[config.mk]
export PLATFORM = sky130hd
export DESIGN_NAME = timed_indicator_output_controller
export DESIGN_NICKNAME = d
export VERILOG_FILES = /design/src/tioc_pkg.sv /design/src/tioc_conv.sv /design/src/timed_indicator_output_controller.sv
export SDC_FILE = /design/constraint.sdc
export NUM_CORES = 2
export LEC_CHECK = 0
export BUFFER_PORTS_ARGS = -buffer_cell sky130_fd_sc_hd__buf_2
export CORE_MARGIN = 5
export CORE_UTILIZATION = 59
export CTS_CLUSTER_DIAMETER = 80
export CTS_CLUSTER_SIZE = 16
export DETAILED_ROUTE_END_ITERATION = 10
export PLACE_DENSITY = 0.78
export RECOVER_POWER = 50
export SLEW_MARGIN = 20
export SYNTH_ARGS = -nofsm -noshare
export SYNTH_HDL_FRONTEND = slang
export SYNTH_SLANG_ARGS = --single-unit
[constraint.sdc]
create_clock -name i_clk -period 8.7 [get_ports i_clk]
set_input_delay 1.74 -clock i_clk [delete_from_list [all_inputs] [get_ports i_clk]]
set_output_delay 1.74 -clock i_clk [all_outputs]
set_load 0.05 [all_outputs]
[src/tioc_pkg.sv]
// ----------------------------------------------------------------------------
// tioc_pkg: shared types and constants of the timed indicator controller
// Field widths, stream packing, register indexes, request kinds and the
// fixed reciprocals used by the millisecond-to-tick conversion.
// ----------------------------------------------------------------------------
package tioc_pkg;

    // Field widths
    localparam int DEV_W      = 7;   // command mask, pin_levels, device_active
    localparam int ID_W       = 3;   // device number
    localparam int TIME_W     = 32;  // on time in ms, tick count, nearest timeout
    localparam int RATE_W     = 10;  // tick_rate_hz

    // Stream packing
    localparam int IN_DATA_W  = 80;
    localparam int IN_USER_W  = 2;
    localparam int OUT_DATA_W = 48;
    localparam int OUT_USER_W = 1;

    // Configuration port
    localparam int CFG_IDX_W  = 1;
    localparam int CFG_DATA_W = 10;

    typedef enum logic [CFG_IDX_W-1:0] {
        CFG_POLARITY = 1'b0,
        CFG_RATE     = 1'b1
    } t_cfg_idx;

    localparam logic [DEV_W-1:0]  POL_RESET  = 7'd64;
    localparam logic [RATE_W-1:0] RATE_RESET = 10'd1000;

    // Request kinds carried in tuser; code 3 is unused and changes nothing
    typedef enum logic [IN_USER_W-1:0] {
        REQ_MASK = 2'd0,
        REQ_DEV  = 2'd1,
        REQ_TICK = 2'd2
    } t_req;

    // Command fields that travel beside the conversion pipeline
    typedef struct packed {
        t_req               req;
        logic [DEV_W-1:0]   smask;
        logic [ID_W-1:0]    dev;
        logic               tgt;
        logic               dur_nz;
        logic [TIME_W-1:0]  elapsed;
    } t_cmd;

    // floor(ms / 1000) = ((ms >> 3) * M1) >> 36, exact for every 32-bit ms
    localparam int          M1_W   = 30;
    localparam logic [M1_W-1:0] M1 = 30'd549755814;
    localparam int          M1_SH  = 36;
    localparam int          Q_W    = 23;   // quotient holds at most 4294967

    // floor(x / 1000) = ((x >> 3) * M2) >> 24, exact for every x below 2^20
    localparam int          M2_W   = 18;
    localparam logic [M2_W-1:0] M2 = 18'd134218;
    localparam int          M2_SH  = 24;
    localparam int          REM_W  = 10;   // remainder below 1000
    localparam int          X_W    = 20;   // remainder times rate
    localparam int          QR_W   = 33;   // quotient times rate

    localparam logic [15:0] MS_PER_S = 16'd1000;

endpackage

[src/tioc_conv.sv]
// ----------------------------------------------------------------------------
// tioc_conv: millisecond to tick conversion pipeline
// Computes floor(ms * rate / 1000), saturated to 32 bits and at least one,
// in five register stages. Command fields ride along so that items leave
// in order, one per cycle while the downstream side does not stall.
// ----------------------------------------------------------------------------
module tioc_conv
    import tioc_pkg::*;
(
    input  logic                i_clk,
    input  logic                i_rst_n,
    // upstream
    input  logic                i_valid,
    output logic                o_ready,
    input  t_cmd                i_cmd,
    input  logic [TIME_W-1:0]   i_ms,
    input  logic [RATE_W-1:0]   i_rate,
    // downstream
    output logic                o_valid,
    input  logic                i_ready,
    output t_cmd                o_cmd,
    output logic [TIME_W-1:0]   o_ticks
);

    localparam int NSTG = 5;
    localparam int SA   = 0;   // input register
    localparam int SB   = 1;   // quotient by 1000
    localparam int SC   = 2;   // remainder, quotient times rate
    localparam int SD   = 3;   // remainder times rate
    localparam int SE   = 4;   // fraction ticks

    logic [NSTG-1:0]            r_vld;
    logic [NSTG:0]              w_rdy;
    t_cmd                       r_cmd [NSTG];

    logic [TIME_W-1:0]          r_ms_a;
    logic [TIME_W-1:0]          r_ms_b;
    logic [Q_W-1:0]             r_q_b;
    logic [REM_W-1:0]           r_rem_c;
    logic [QR_W-1:0]            r_qr_c;
    logic [X_W-1:0]             r_x_d;
    logic [QR_W-1:0]            r_qr_d;
    logic [REM_W-1:0]           r_frac_e;
    logic [QR_W-1:0]            r_qr_e;

    logic [TIME_W-3+M1_W-1:0]   w_p1;
    logic [TIME_W-1:0]          w_q1000;
    logic [TIME_W-1:0]          w_rem;
    logic [QR_W-1:0]            w_qr;
    logic [X_W-1:0]             w_x;
    logic [X_W-3+M2_W-1:0]      w_p2;
    logic [QR_W:0]              w_sum;

    // stage ready chain: a stage loads when empty or when it moves on
    always_comb begin
        w_rdy[NSTG] = i_ready;
        for (int k = NSTG - 1; k >= 0; k--) begin
            w_rdy[k] = !r_vld[k] || w_rdy[k+1];
        end
    end

    assign o_ready = w_rdy[SA];

    // valid bits
    always_ff @(posedge i_clk) begin
        if (!i_rst_n) begin
            r_vld <= '0;
        end else begin
            if (w_rdy[SA]) begin
                r_vld[SA] <= i_valid;
            end
            for (int k = 1; k < NSTG; k++) begin
                if (w_rdy[k]) begin
                    r_vld[k] <= r_vld[k-1];
                end
            end
        end
    end

    // arithmetic of each stage
    assign w_p1    = {{(M1_W){1'b0}}, r_ms_a[TIME_W-1:3]}
                   * {{(TIME_W-3){1'b0}}, M1};
    assign w_q1000 = TIME_W'({{(TIME_W-Q_W){1'b0}}, r_q_b} * {16'd0, MS_PER_S});
    assign w_rem   = r_ms_b - w_q1000;
    assign w_qr    = {{(QR_W-Q_W){1'b0}}, r_q_b} * {{(QR_W-RATE_W){1'b0}}, i_rate};
    assign w_x     = {{(X_W-REM_W){1'b0}}, r_rem_c} * {{(X_W-RATE_W){1'b0}}, i_rate};
    assign w_p2    = {{(M2_W){1'b0}}, r_x_d[X_W-1:3]}
                   * {{(X_W-3){1'b0}}, M2};
    assign w_sum   = {1'b0, r_qr_e} + {{(QR_W+1-REM_W){1'b0}}, r_frac_e};

    // payload registers
    always_ff @(posedge i_clk) begin
        if (w_rdy[SA]) begin
            r_cmd[SA] <= i_cmd;
            r_ms_a    <= i_ms;
        end
        if (w_rdy[SB]) begin
            r_cmd[SB] <= r_cmd[SA];
            r_ms_b    <= r_ms_a;
            r_q_b     <= w_p1[M1_SH +: Q_W];
        end
        if (w_rdy[SC]) begin
            r_cmd[SC] <= r_cmd[SB];
            r_rem_c   <= w_rem[REM_W-1:0];
            r_qr_c    <= w_qr;
        end
        if (w_rdy[SD]) begin
            r_cmd[SD] <= r_cmd[SC];
            r_x_d     <= w_x;
            r_qr_d    <= r_qr_c;
        end
        if (w_rdy[SE]) begin
            r_cmd[SE] <= r_cmd[SD];
            r_frac_e  <= w_p2[M2_SH +: REM_W];
            r_qr_e    <= r_qr_d;
        end
    end

    // saturate above 32 bits, never load zero ticks
    always_comb begin
        priority if (w_sum[QR_W:TIME_W] != '0) begin
            o_ticks = '1;
        end else if (w_sum[TIME_W-1:0] == '0) begin
            o_ticks = TIME_W'(1);
        end else begin
            o_ticks = w_sum[TIME_W-1:0];
        end
    end

    assign o_valid = r_vld[SE];
    assign o_cmd   = r_cmd[SE];

endmodule

[src/timed_indicator_output_controller.sv]
// ----------------------------------------------------------------------------
// timed_indicator_output_controller: indicator outputs with auto-off timers
// Drives NUM_DEVICES indicator outputs with per-device polarity and
// countdown timers; mask, device and tick commands in, one status out.
// ----------------------------------------------------------------------------
// The block accepts one transfer per clock while the output side does not
// stall and returns exactly one result transfer per input, in order. The
// result passes through the five-stage millisecond-to-tick conversion, the
// state update stage and the output register that also takes the minimum
// over all timers. A stalled output fills the pipeline before the input
// deasserts tready. The request kind travels in tuser: 0 sets all devices
// from the command mask and cancels all timers, 1 sets one device (device
// number), 2 advances all timers by the tick count; kind 3 changes nothing.
// The result tuser bit flags a device command that named a device at or
// above NUM_DEVICES. Registers are written through the plain write port;
// the user writes them only while no transfer is in flight, which the block
// itself does not enforce. Index 0 is the active-high polarity mask (reset
// 64), index 1 the tick rate in Hz (reset 1000).
// ----------------------------------------------------------------------------
module timed_indicator_output_controller
    import tioc_pkg::*;
#(
    parameter int NUM_DEVICES = 7
)(
    input  logic                    i_clk,
    input  logic                    i_rst_n,
    // input stream
    input  logic                    i_s_axis_tvalid,
    output logic                    o_s_axis_tready,
    // [6:0] command mask, [9:7] device number, [10] on/off,
    // [42:11] on time in ms, [74:43] tick count, [79:75] zero
    input  logic [IN_DATA_W-1:0]    i_s_axis_tdata,
    // [1:0] req_type
    input  logic [IN_USER_W-1:0]    i_s_axis_tuser,
    // result stream
    output logic                    o_m_axis_tvalid,
    input  logic                    i_m_axis_tready,
    // [6:0] pin_levels, [13:7] device_active, [45:14] nearest timeout, [47:46] zero
    output logic [OUT_DATA_W-1:0]   o_m_axis_tdata,
    // [0] rejected
    output logic [OUT_USER_W-1:0]   o_m_axis_tuser,
    // configuration writes
    input  logic                    i_cfg_wen,
    input  logic [CFG_IDX_W-1:0]    i_cfg_idx,
    input  logic [CFG_DATA_W-1:0]   i_cfg_wdata
);

    localparam int PW = (NUM_DEVICES > DEV_W) ? NUM_DEVICES : DEV_W;
    localparam int LV = $clog2(NUM_DEVICES);
    localparam int TW = 1 << LV;

    // configuration registers
    logic [DEV_W-1:0]           r_polarity;
    logic [RATE_W-1:0]          r_rate;

    // device state
    logic [NUM_DEVICES-1:0]     r_active;
    logic [TIME_W-1:0]          r_ticks [NUM_DEVICES];
    logic [NUM_DEVICES-1:0]     n_active;
    logic [TIME_W-1:0]          n_ticks [NUM_DEVICES];

    // pipeline control
    t_cmd                       w_in_cmd;
    logic                       w_cv_vld;
    logic                       w_cv_rdy;
    t_cmd                       w_cv_cmd;
    logic [TIME_W-1:0]          w_cv_ticks;
    logic                       w_upd;
    logic                       w_rej;
    logic                       w_dev_ok;

    logic                       r_p_vld;
    logic                       r_p_rej;
    logic                       w_o_free;
    logic                       w_p_adv;

    // result register
    logic                       r_o_vld;
    logic [DEV_W-1:0]           r_o_pin;
    logic [DEV_W-1:0]           r_o_act;
    logic [TIME_W-1:0]          r_o_tmo;
    logic                       r_o_rej;

    logic [PW-1:0]              w_act_pad;
    logic [PW-1:0]              w_lvl_pad;
    logic [PW-1:0]              w_smask_pad;
    logic [TIME_W-1:0]          w_nd [TW];
    logic [NUM_DEVICES-1:0]     w_run;

    // configuration writes
    always_ff @(posedge i_clk) begin
        if (!i_rst_n) begin
            r_polarity <= POL_RESET;
            r_rate     <= RATE_RESET;
        end else if (i_cfg_wen) begin
            unique case (t_cfg_idx'(i_cfg_idx))
                CFG_POLARITY: r_polarity <= i_cfg_wdata[DEV_W-1:0];
                CFG_RATE:     r_rate     <= i_cfg_wdata[RATE_W-1:0];
            endcase
        end
    end

    // unpack the input transfer
    always_comb begin
        w_in_cmd.req     = t_req'(i_s_axis_tuser);
        w_in_cmd.smask   = i_s_axis_tdata[6:0];
        w_in_cmd.dev     = i_s_axis_tdata[9:7];
        w_in_cmd.tgt     = i_s_axis_tdata[10];
        w_in_cmd.dur_nz  = (i_s_axis_tdata[42:11] != '0);
        w_in_cmd.elapsed = i_s_axis_tdata[74:43];
    end

    tioc_conv u_conv (
        .i_clk      (i_clk),
        .i_rst_n    (i_rst_n),
        .i_valid    (i_s_axis_tvalid),
        .o_ready    (o_s_axis_tready),
        .i_cmd      (w_in_cmd),
        .i_ms       (i_s_axis_tdata[42:11]),
        .i_rate     (r_rate),
        .o_valid    (w_cv_vld),
        .i_ready    (w_cv_rdy),
        .o_cmd      (w_cv_cmd),
        .o_ticks    (w_cv_ticks)
    );

    // handshake between update stage, post stage and result register
    assign w_o_free = !r_o_vld || i_m_axis_tready;
    assign w_p_adv  = r_p_vld && w_o_free;
    assign w_cv_rdy = !r_p_vld || w_p_adv;
    assign w_upd    = w_cv_vld && w_cv_rdy;

    assign w_dev_ok    = ({{(TIME_W-ID_W){1'b0}}, w_cv_cmd.dev} < TIME_W'(NUM_DEVICES));
    assign w_smask_pad = PW'(w_cv_cmd.smask);

    // next device state for the item in the update stage
    always_comb begin
        n_active = r_active;
        n_ticks  = r_ticks;
        w_rej    = 1'b0;
        unique case (w_cv_cmd.req)
            REQ_MASK: begin
                n_active = w_smask_pad[NUM_DEVICES-1:0];
                for (int i = 0; i < NUM_DEVICES; i++) begin
                    n_ticks[i] = '0;
                end
            end
            REQ_DEV: begin
                if (!w_dev_ok) begin
                    w_rej = 1'b1;
                end else begin
                    for (int i = 0; i < NUM_DEVICES; i++) begin
                        if (TIME_W'(i) == {{(TIME_W-ID_W){1'b0}}, w_cv_cmd.dev}) begin
                            n_active[i] = w_cv_cmd.tgt;
                            n_ticks[i]  = (w_cv_cmd.tgt && w_cv_cmd.dur_nz)
                                        ? w_cv_ticks : '0;
                        end
                    end
                end
            end
            REQ_TICK: begin
                for (int i = 0; i < NUM_DEVICES; i++) begin
                    if (r_ticks[i] != '0) begin
                        if (w_cv_cmd.elapsed >= r_ticks[i]) begin
                            n_ticks[i]  = '0;
                            n_active[i] = 1'b0;
                        end else begin
                            n_ticks[i]  = r_ticks[i] - w_cv_cmd.elapsed;
                        end
                    end
                end
            end
            default: begin
                // unused kind: state holds
            end
        endcase
    end

    // state update and post stage
    always_ff @(posedge i_clk) begin
        if (!i_rst_n) begin
            r_active <= '0;
            for (int i = 0; i < NUM_DEVICES; i++) begin
                r_ticks[i] <= '0;
            end
            r_p_vld  <= 1'b0;
        end else begin
            if (w_upd) begin
                r_active <= n_active;
                r_ticks  <= n_ticks;
            end
            if (w_cv_rdy) begin
                r_p_vld <= w_cv_vld;
            end
        end
    end

    always_ff @(posedge i_clk) begin
        if (w_upd) begin
            r_p_rej <= w_rej;
        end
    end

    // pin levels after polarity, absent devices read as zero
    assign w_act_pad = PW'(r_active);
    assign w_lvl_pad = ~(w_act_pad ^ PW'(r_polarity)) & PW'({NUM_DEVICES{1'b1}});

    // nearest timeout: pairwise minimum tree, idle timers count as all ones
    always_comb begin
        for (int i = 0; i < TW; i++) begin
            w_nd[i] = '1;
        end
        for (int i = 0; i < NUM_DEVICES; i++) begin
            if (r_ticks[i] != '0) begin
                w_nd[i] = r_ticks[i];
            end
        end
        for (int l = 0; l < LV; l++) begin
            for (int i = 0; i < (TW >> (l + 1)); i++) begin
                w_nd[i] = (w_nd[2*i] < w_nd[2*i+1]) ? w_nd[2*i] : w_nd[2*i+1];
            end
        end
    end

    // result register
    always_ff @(posedge i_clk) begin
        if (!i_rst_n) begin
            r_o_vld <= 1'b0;
        end else if (w_o_free) begin
            r_o_vld <= r_p_vld;
        end
    end

    always_ff @(posedge i_clk) begin
        if (w_p_adv) begin
            r_o_pin <= w_lvl_pad[DEV_W-1:0];
            r_o_act <= w_act_pad[DEV_W-1:0];
            r_o_tmo <= w_nd[0];
            r_o_rej <= r_p_rej;
        end
    end

    assign o_m_axis_tvalid = r_o_vld;
    assign o_m_axis_tdata  = {2'b00, r_o_tmo, r_o_act, r_o_pin};
    assign o_m_axis_tuser  = r_o_rej;

    // running timers, for checks
    always_comb begin
        for (int i = 0; i < NUM_DEVICES; i++) begin
            w_run[i] = (r_ticks[i] != '0);
        end
    end

    // a running timer always belongs to an active device
    a_timer_implies_active: assert property (@(posedge i_clk) disable iff (!i_rst_n)
        (w_run & ~r_active) == '0)
        else $error("timer running on an inactive device");

    // a timed activation never loads zero ticks
    a_load_nonzero: assert property (@(posedge i_clk) disable iff (!i_rst_n)
        (w_upd && w_cv_cmd.req == REQ_DEV && w_dev_ok && w_cv_cmd.tgt
         && w_cv_cmd.dur_nz) |-> (w_cv_ticks != '0))
        else $error("timed activation converted to zero ticks");

    // while the result is stalled and the post stage is full, state holds
    a_stall_holds_state: assert property (@(posedge i_clk) disable iff (!i_rst_n)
        (r_p_vld && r_o_vld && !i_m_axis_tready) |=>
        ($stable(r_active) && $stable(w_run)))
        else $error("device state changed during an output stall");

endmodule

==> metrics <==
status complete, but fails checks; violated checks max-capacitance violations, max-slew violations; largest net degree at the start of global routing 77; Reg clk slew, reported paths 0.08 ns; Rows 127; Inserted Clock Buffers 60; GR Overflow Total 0; Slew @ Worst Pin 3.853 ns; die span in y 356.9 um; First-pass DRT Iterations 6; Adder-Cell Fraction of Synth Area 0.3410; Netlist cell types 90; gp weighted congestion 0.9974; Clock Skews 0.02994 ns; ranking of synthesized cells by area edfxtp_1 (20%), ha_1 (19%), fa_1 (15%), dfxtp_1 (7.2%), inv_1 (5.1%); Post-Synth XOR/XNOR Area 0.03725; most used cell, CP buf_4; Hold Path Class reg -> reg; hold_sp u_conv.r_cmd[0][95]; worst hold stages 0; post-layout instance area 0.07941 mm2; Register-to-Register Path Depth 43; post-layout min period 8.519 ns; Vias 58040; CTS tree yes; Yosys reg bits 734; register area share after synthesis 0.2745; # setup viols final 0; critical path capture point type flip-flop; share of layout cells above drive strength 1 0.1042; Antenna Nets Post-Route 0; area of the core 0.1198 mm2; CTS Root Cell clkbuf_16; area fraction in compound gates after synthesis 0.1343; asr flop ratio synth 0; CP required 9.16 ns; io pins 149; flop2flop setup slack 0.18 ns; Synth top area share 0.2026; routed wire length 224600 um; critical path class reg -> reg; fin crit share 0.9791; H-tree depth 2; MaxCap Viol Count 6; Synth Area in Simple Gates 0.1303; Critical Path AT 8.98 ns; GRT Overall Usage 0.3456; Initial DRC Count 5819; Post-Syn Area 0.07100 mm2; Crit-path slowest cell mux2_1; Crit path largest cell delay 0.45 ns; port bufs 141; antenna violations before repair 6; max_slew headroom -1.569; Hold Fails Final Rpt 0; die area 0.1274 mm2; Final HPWL DP 174000 um; Worst-Skew Late Latency 0.72 ns; CP Launch Type flip-flop; Avg Cell Area, Syn 9.531 um2; worst reg2reg endpoint r_o_tmo[28]; wire length per cell 23.44 um; final slew viol count 301; clk buf depth 3; largest family of logic cells by synthesized area adder cells; Reg2Reg Launch Point r_ticks[63]; Primary FF master, synth edfxtp_1; yosys warns 0; mux cell area share after synthesis 0.01861; Die Width 356.9 um; CTS Sinks 734; Initial Util 0.5926; number of enable flip-flop cells after synthesis 479; nets@finish 9622; global-route wire length before repair 334900 um; Fmax 117.4 MHz; # DRC 0; area post-placement 0.07670 mm2; vias in the first global route 57230; DR vias/cell 6.057; Crit Path Max Fanout 15; worst hold endpoint u_conv.r_cmd[0][141]; cell taking the most area after synthesis edfxtp_1; Mapped Cells 7450; P&R area growth vs syn 11.84%
flip-flops by register name, indices dropped and copies added, names as in the netlist, 17 cells and up:
signal and flops:
u_conv.r_x_d 17, u_conv.r_q_b 23, u_conv.r_qr_c 33, u_conv.r_qr_d 33, u_conv.r_ms_a 32, u_conv.r_qr_e 33
r_ticks 224, u_conv.r_cmd 230, r_o_tmo 32
area by class of cell:
type / count / area (um2)
antenna: 2 / 5.005
sequential: 734 / 19490
multi-input combinational: 5513 / 47690
tap: 1612 / 2017
clock inverter: 22 / 320.3
inverter: 968 / 3638
timing repair buffer: 641 / 4603
clock buffer: 89 / 1640
fill: 9516 / 40400
logic make-up (layout without fill, tap and decap cells):
| kind of cell | after synthesis | in the layout |
|---|---|---|
| buffers and inverters | 1204 | 1720 |
| other | 1 | 4 |
| muxes | 123 | 123 |
| DFF | 734 | 734 |
| xor gates and xnor gates | 302 | 302 |
| AOI/OAI and AO/OA | 1523 | 1523 |
| and+or+nand+nor | 1956 | 1956 |
| adders and majority gates | 1607 | 1607 |
critical path, delay by kind of cell, from the launching register on:
family,cells,cell delay (ns)
compound gates,11,1.85
mux,2,0.78
simple gates,14,2.67
fa+ha+maj,3,0.78
flops,1,0.36
buf+inv,13,1.82
per-layer routing:
| metal | vias up | GRT usage | wire length, um |
|---|---|---|---|
| met4 | 4 | 0.1878 | 15520 |
| met3 | 593 | 0.05650 | 20800 |
| met5 | - | 0 | 23 |
| li1 | 26680 | - | - |
| met2 | 2730 | 0.5515 | 99970 |
| met1 | 28030 | 0.4532 | 88290 |
Yosys cell counts, types with 24 or more instances:
cell type,count
edfxtp_1,479
and3_1,31
nand3_1,82
nor3_1,98
nor4_1,78
a31oi_1,54
a211oi_1,32
xnor2_1,189
nor2b_1,56
clkbuf_1,215
or2_2,24
o21bai_1,40
dfxtp_1,255
mux2_2,35
fa_1,547
o21a_1,53
mux2_1,37
o21ai_1,56
a2bb2oi_1,38
xor2_1,113
and2_1,207
inv_1,967
o21ai_0,264
nor2_1,623
nand2b_1,56
or3_1,29
mux2i_1,51
nand4_1,82
ha_1,1059
nand2_1,529
a21oi_1,522
a21o_1,244
repair_timing:
item,in CTS,in global routing
endpoints found under the hold margin,0,0
pin swaps,1,29
endpoints found under the setup margin,32,32
gates cloned,0,4
gates resized for setup,16,94
hold buffers,0,0
setup buffers,4,24
cell usage in the layout (no fill, tap or decap), types with 33 or more instances in the layout:
| cell | count |
|---|---|
| a21o_1 | 243 |
| a21oi_1 | 483 |
| a21oi_2 | 37 |
| a2bb2oi_1 | 38 |
| a31oi_1 | 51 |
| and2_1 | 203 |
| buf_2 | 61 |
| buf_4 | 462 |
| clkbuf_1 | 116 |
| clkbuf_16 | 64 |
| dfxtp_1 | 254 |
| edfxtp_1 | 479 |
| fa_1 | 547 |
| ha_1 | 1056 |
| inv_1 | 963 |
| mux2_1 | 36 |
| mux2_2 | 33 |
| nand2_1 | 527 |
| nand2b_1 | 56 |
| nand3_1 | 81 |
| nand4_1 | 82 |
| nor2_1 | 613 |
| nor2b_1 | 56 |
| nor3_1 | 95 |
| nor4_1 | 57 |
| o21a_1 | 53 |
| o21ai_0 | 258 |
| o21ai_1 | 60 |
| o21bai_1 | 40 |
| xnor2_1 | 189 |
| xor2_1 | 113 |
stage by stage:
step           setup WS (ns)  hold WS (ns)  std cells    util  TNS [ns]
2_1_floorplan         0.1536        0.4003       7451       -         0
3_3_place_gp         -0.3352        0.4005       9436  0.6402    -9.609
3_5_place_dp         -0.2930        0.4045       9436  0.6402    -8.057
4_1_cts              0.01729        0.4171       9551  0.6576         0
5_1_grt             -0.07472        0.4231       9580  0.6628    -1.039
6_report              0.1814        0.4137       9581  0.6628         0
how the worst max path moves through the flow:
stage                start          end  slack, ns  cells past startpoint
6_report       r_ticks[63]  r_o_tmo[28]       0.18                     43
5_1_grt        r_ticks[63]   r_o_tmo[9]      -0.07                     42
4_1_cts        r_ticks[55]  r_o_tmo[11]       0.02                     40
3_5_place_dp   r_ticks[55]   r_o_tmo[7]      -0.29                     40
3_3_place_gp   r_ticks[55]  r_o_tmo[15]      -0.34                     40
2_1_floorplan  r_ticks[56]  r_o_tmo[23]       0.15                     42
Power is left out: the tool's default activity adds up to more than one toggle a clock period on the data nets, which glitch-free logic cannot reach.
